File: config.mk
export PLATFORM = sky130hd
export DESIGN_NAME = lbp_ctrl
export DESIGN_NICKNAME = d
export VERILOG_FILES = /design/src/lru_buffer_pool_with_pinning_macros.svh /design/src/lbp_pkg.sv /design/src/lbp_ctrl.sv
export SDC_FILE = /design/constraint.sdc
export NUM_CORES = 1
export LEC_CHECK = 0
export BUFFER_PORTS_ARGS = -buffer_cell sky130_fd_sc_hd__buf_2
export CAP_MARGIN = 25
export CORE_AREA = 2 2 39 41
export CTS_CLUSTER_DIAMETER = 150
export DETAILED_ROUTE_END_ITERATION = 10
export DIE_AREA = 0 0 41 43
export HOLD_SLACK_MARGIN = 0.08
export PLACE_DENSITY = 0.45
export SYNTH_ARGS = -nofsm -noshare
export SYNTH_HDL_FRONTEND = slang
export SYNTH_SLANG_ARGS = --single-unit
File: constraint.sdc
create_clock -name clk -period 2.39 [get_ports clk]
set_clock_uncertainty 0.05 [all_clocks]
set_input_delay 0.1195 -clock clk [delete_from_list [all_inputs] [get_ports clk]]
set_output_delay 0.1195 -clock clk [all_outputs]
set_load 0.01 [all_outputs]
File: src/lru_buffer_pool_with_pinning_macros.svh
// ---------------------------------------------------------------------------
// Assertion macros for the buffer pool replacement block
// ---------------------------------------------------------------------------
`ifndef LRU_BUFFER_POOL_WITH_PINNING_MACROS_SVH
`define LRU_BUFFER_POOL_WITH_PINNING_MACROS_SVH

// implication checked on every edge outside reset
`define LBP_ASSERT_IMP(label, ante, cons) \
    label: assert property (@(posedge clk) disable iff (!rst_n) (ante) |-> (cons)) \
        else $error("assertion failed");

// next-cycle implication
`define LBP_ASSERT_NEXT(label, ante, cons) \
    label: assert property (@(posedge clk) disable iff (!rst_n) (ante) |=> (cons)) \
        else $error("assertion failed");

`endif

File: src/lbp_pkg.sv
// ---------------------------------------------------------------------------
// lbp_pkg
// Types and constants shared by the buffer pool replacement block.
// ---------------------------------------------------------------------------
package lbp_pkg;

    localparam int CAPACITY   = 64;
    localparam int FILE_BITS  = 8;
    localparam int BLOCK_BITS = 20;
    localparam int SLOT_BITS  = 6;
    localparam int CNT_BITS   = 7;

    localparam logic [1:0] FUNC_ACCESS = 2'd0;
    localparam logic [1:0] FUNC_DROP   = 2'd1;
    localparam logic [1:0] FUNC_FLAGS  = 2'd2;

    localparam logic [1:0] KIND_DONE  = 2'd0;
    localparam logic [1:0] KIND_WBACK = 2'd1;

    localparam logic [1:0] STAT_OK      = 2'd0;
    localparam logic [1:0] STAT_ABSENT  = 2'd1;
    localparam logic [1:0] STAT_PINNED  = 2'd2;

    typedef struct packed {
        logic [1:0]            func;
        logic [FILE_BITS-1:0]  file_id;
        logic [BLOCK_BITS-1:0] block_id;
        logic                  pin_value;
        logic                  dirty_value;
    } req_t;

    typedef struct packed {
        logic [1:0]            kind;
        logic [SLOT_BITS-1:0]  slot;
        logic [FILE_BITS-1:0]  out_file;
        logic [BLOCK_BITS-1:0] out_block;
        logic                  hit;
        logic [1:0]            status;
        logic                  last;
    } rsp_t;

    typedef enum logic [2:0] {
        ST_IDLE,
        ST_LOOK,
        ST_WBACK,
        ST_DONE
    } state_t;

    // controller -> datapath
    typedef struct packed {
        logic load;
        logic commit;
        logic emit_wb;
        logic emit_done;
    } ctl_t;

    // datapath -> controller
    typedef struct packed {
        logic need_wb;
        logic ignore;
    } sts_t;

endpackage

File: src/lbp_ctrl.sv
// ---------------------------------------------------------------------------
// lbp_ctrl
// Sequencer: capture, look-up, optional write-back beat, completion beat.
// ---------------------------------------------------------------------------
module lbp_ctrl (
    input  logic            clk,
    input  logic            rst_n,
    input  logic            start,
    input  lbp_pkg::sts_t   sts,
    output lbp_pkg::ctl_t   ctl,
    output logic            busy
);

    lbp_pkg::state_t state_reg, state_next;

    always_ff @(posedge clk or negedge rst_n)
    begin
        if (!rst_n)
            state_reg <= lbp_pkg::ST_IDLE;
        else
            state_reg <= state_next;
    end

    always_comb
    begin
        state_next = state_reg;
        unique case (state_reg)
            lbp_pkg::ST_IDLE:  if (start) state_next = lbp_pkg::ST_LOOK;
            lbp_pkg::ST_LOOK:
                if (sts.ignore)       state_next = lbp_pkg::ST_IDLE;
                else if (sts.need_wb) state_next = lbp_pkg::ST_WBACK;
                else                  state_next = lbp_pkg::ST_IDLE;
            lbp_pkg::ST_WBACK: state_next = lbp_pkg::ST_IDLE;
            default:           state_next = lbp_pkg::ST_IDLE;
        endcase
    end

    always_comb
    begin
        ctl  = '0;
        busy = 1'b1;
        unique case (state_reg)
            lbp_pkg::ST_IDLE:
            begin
                busy     = 1'b0;
                ctl.load = start;
            end
            lbp_pkg::ST_LOOK:
            begin
                ctl.commit    = !sts.ignore;
                ctl.emit_wb   = !sts.ignore && sts.need_wb;
                ctl.emit_done = !sts.ignore && !sts.need_wb;
            end
            lbp_pkg::ST_WBACK: ctl.emit_done = 1'b1;
            default:           ctl = '0;
        endcase
    end

endmodule

==> impl_results.md <==
- Outcome: complete, no violations
- R2r worst-path depth: 4
- Final Hold Viols: 0
- CP endpoint: ctl[0]
- Drt wl/cell: 8.82 µm
- WS Path Type: reg -> out
- Final Wtd Congestion: 0.651
- HPWL Detailed: 333 µm
- Largest stage delay on the critical path: between 300 and 400 ps
- Internal power: ~180 µW
- Clock Power Share: ~25%
- Worst Max-Slew Pin Slew: between 200 and 300 ps
- Yosys cell types: 11
- Layout area overhead: 52.8%
- Input/output buffers: 9
- Switch Pwr: 118 µW
- Worst hold-check path type: in -> async
- CTS tree: built
- DR iter-0 viols: 3
- Commonest non-fill, non-tap cell in the layout: buf_2
- Mux contribution to synthesized area: 0%
- Fin crit share: approximately two thirds
- Syn nets: 30
- Overall Power: between 200 and 300 µW
- CTS buffer count: 3
- WP data required: 2220 ps
- WL final: 441 µm
- R2r startpoint: state_reg[0]
- Setup TNS: 0 ps
- Post-synthesis compound-gate area fraction: 17.8%
- Cell Pwr Density: roughly 960 mW/mm²
- Sink Count: 2
- Sequential power share: a little under a fifth
- Post_cts resized: 0
- Critical Path Source Type: register
- Synthesized area per cell: approximately 10 µm²
- Mapped Area: about 200 µm²
- Simple-gate portion of the synthesized area: a little over a fifth
- Pre-antenna DRT Iters: 2
- Hold_buf cts: 2
- Largest net degree at the start of global routing: 6
- Commonest non-fill, non-tap cells in the layout: 9 x buf_2, 5 x ha_1, 3 x inv_1, 3 x clkbuf_4
- Drt drc: 0
- Data arrival, critical path: between 1000 and 1500 ps
- Layout Nets: 46
- P_leak: around 0.17 nW
- CTS clk-pin slew, worst paths: around 30 ps
- Via count: between 150 and 200
- Critical-path maximum fanout: 5
- Ys Warns: 0
- Setup crit end kind: output pin
- Setup Viol. Count Final: 0
- Peak supply drop: 363 µV
- Fmax: 0.622 GHz
- Cell area after placement: ~270 µm²
- RSZ-0062 raised after global routing: no
- Post-route core utilization: between 20% and 30%
- Post-synthesis cell count: 20
- RR Endpoint: state_reg[1]
- Setup crit start: state_reg[1]
- Vias in the first global route: 170
- Sw frac: roughly two fifths
- Combinational power share: about 57%
- Via density: about 3.8
- Fin. max-slew vios: 0
- Critical Path, Cell by Cell: inv_1 -> ha_1 -> nor2b_4 -> nor2b_1 -> o21a_1 -> buf_2
- GRT overflow: 0
- Tmin final: roughly 1600 ps
- Die Ht: 43 µm
- Max-Slew Margin vs Limit: 82.7%
- Non-filler cells, final: 50
- Reg2reg setup slack: approximately 1100 ps
- # Post-CTS Setup Buffers: 0
- Max reg flops: 2
- Crit-path slowest cell: dfrtp_1
- Main combinational cell family by area after synthesis: adder cells
- Die area: around 0.0018 mm²
- Initial core utilization: between 10% and 20%
- Post-DRT Antenna Nets: 0
- Flops & latches, synth: 2
- Placed cells: between 40 and 50
- Initial antenna violation count: 0
- Ports: 10
- Max Buffers Root-to-Sink: 2
- # H-tree levels: 1
- Die X-Extent: just over 40 µm
- Root Buffer: clkbuf_4
- GRT Total Usage: under 10%
- First-pass GRT wire length: between 600 and 700 µm
- Post-Synth Adder-Cell Area: ~31%
- Max-cap viol count: 0
- Skew-Pair Late Insertion Delay: roughly 220 ps
- Sequential share of the synthesized area: between 20% and 30%
- Diode count: 0
- Rows: 14
- Core box area: 0.00138 mm²
- Finished Cell Area: 312 µm²
- Layout cells sized above 1: between 40% and 50%
- XOR/XNOR Fraction of Synth Area: 0%
==> cell type report <==
| cell class | instances | area (µm²) |
|---|---|---|
| sequential | 2 | 50.0 |
| tap | 16 | 20.0 |
| inverter | 3 | 11.3 |
| multi-input combinational | 15 | 143 |
| clock buffer | 3 | 22.5 |
| fill | 155 | 1070 |
| timing repair buffer | 11 | 65.1 |
==> how the worst min path moves through the flow <==
stage	from	to	slack (ps)	depth (start not counted)
6_report	rst_n	state_reg[0]	170	2
3_3_place_gp	rst_n	state_reg[1]	-140	1
3_5_place_dp	rst_n	state_reg[1]	-140	1
2_1_floorplan	rst_n	state_reg[0]	-230	0
4_1_cts	rst_n	state_reg[0]	150	2
5_1_grt	rst_n	state_reg[0]	150	2
==> per-layer routing <==
metal | up-vias | share of wire [%] | wire (µm) | GRT usage [%]
li1 | 96 | - | - | -
met1 | 83 | 47 | 209 | 5.47
met2 | 9 | 41 | 180 | 7.81
met3 | 0 | 12 | 51 | 1.57
met4 | 0 | 0 | 0 | 6.00
met5 | - | 0 | 0 | 0
==> logic make-up (layout without fill, tap and decap cells) <==
group           count (synthesis)  after routing
buf+inv                         3             17
fa+ha+maj                       5              5
flops                           2              2
simple gates                    5              5
compound gates                  5              5
==> synthesized netlist by cell type <==
library cell	count	area (µm²)
ha_1	5	62.6
inv_1	3	11.3
dfrtp_1	2	50.1
nor2b_1	2	12.5
o31ai_1	2	15.0
and2_4	1	8.76
and3b_1	1	8.76
nor2b_4	1	13.8
o21a_1	1	7.51
o21ai_0	1	5.00
o21ai_2	1	8.76
==> power groups by stage <==
| stage | clock [mW] | sequential (mW) | combinational (mW) |
|---|---|---|---|
| 3_5_place_dp | 0 | 0.0565 | 0.167 |
| 6_report | 0.0732 | 0.0563 | 0.169 |
| 3_3_place_gp | 0 | 0.0565 | 0.168 |
| 4_1_cts | 0.0797 | 0.0561 | 0.172 |
| 2_1_floorplan | 0 | 0.0540 | 0.118 |
| 5_1_grt | 0.0839 | 0.0579 | 0.194 |
==> worst max-delay path: cells and delay by family, from the launching register on <==
family | cells | cell delay (ps)
flip-flops | 1 | 370
AND/OR/NAND/NOR | 2 | 290
buffers and inverters | 2 | 250
adder cells (fa/ha/maj) | 1 | 190
AO/OA/AOI/OAI | 1 | 120
==> stage by stage <==
stage	hold slack (ps)	setup WS, ps
after floorplan	-226	1140
after global placement	-145	993
after detailed placement	-143	1000
after CTS	150	747
after global routing	149	639
final	166	782
Power figures use the tool's default switching activity.
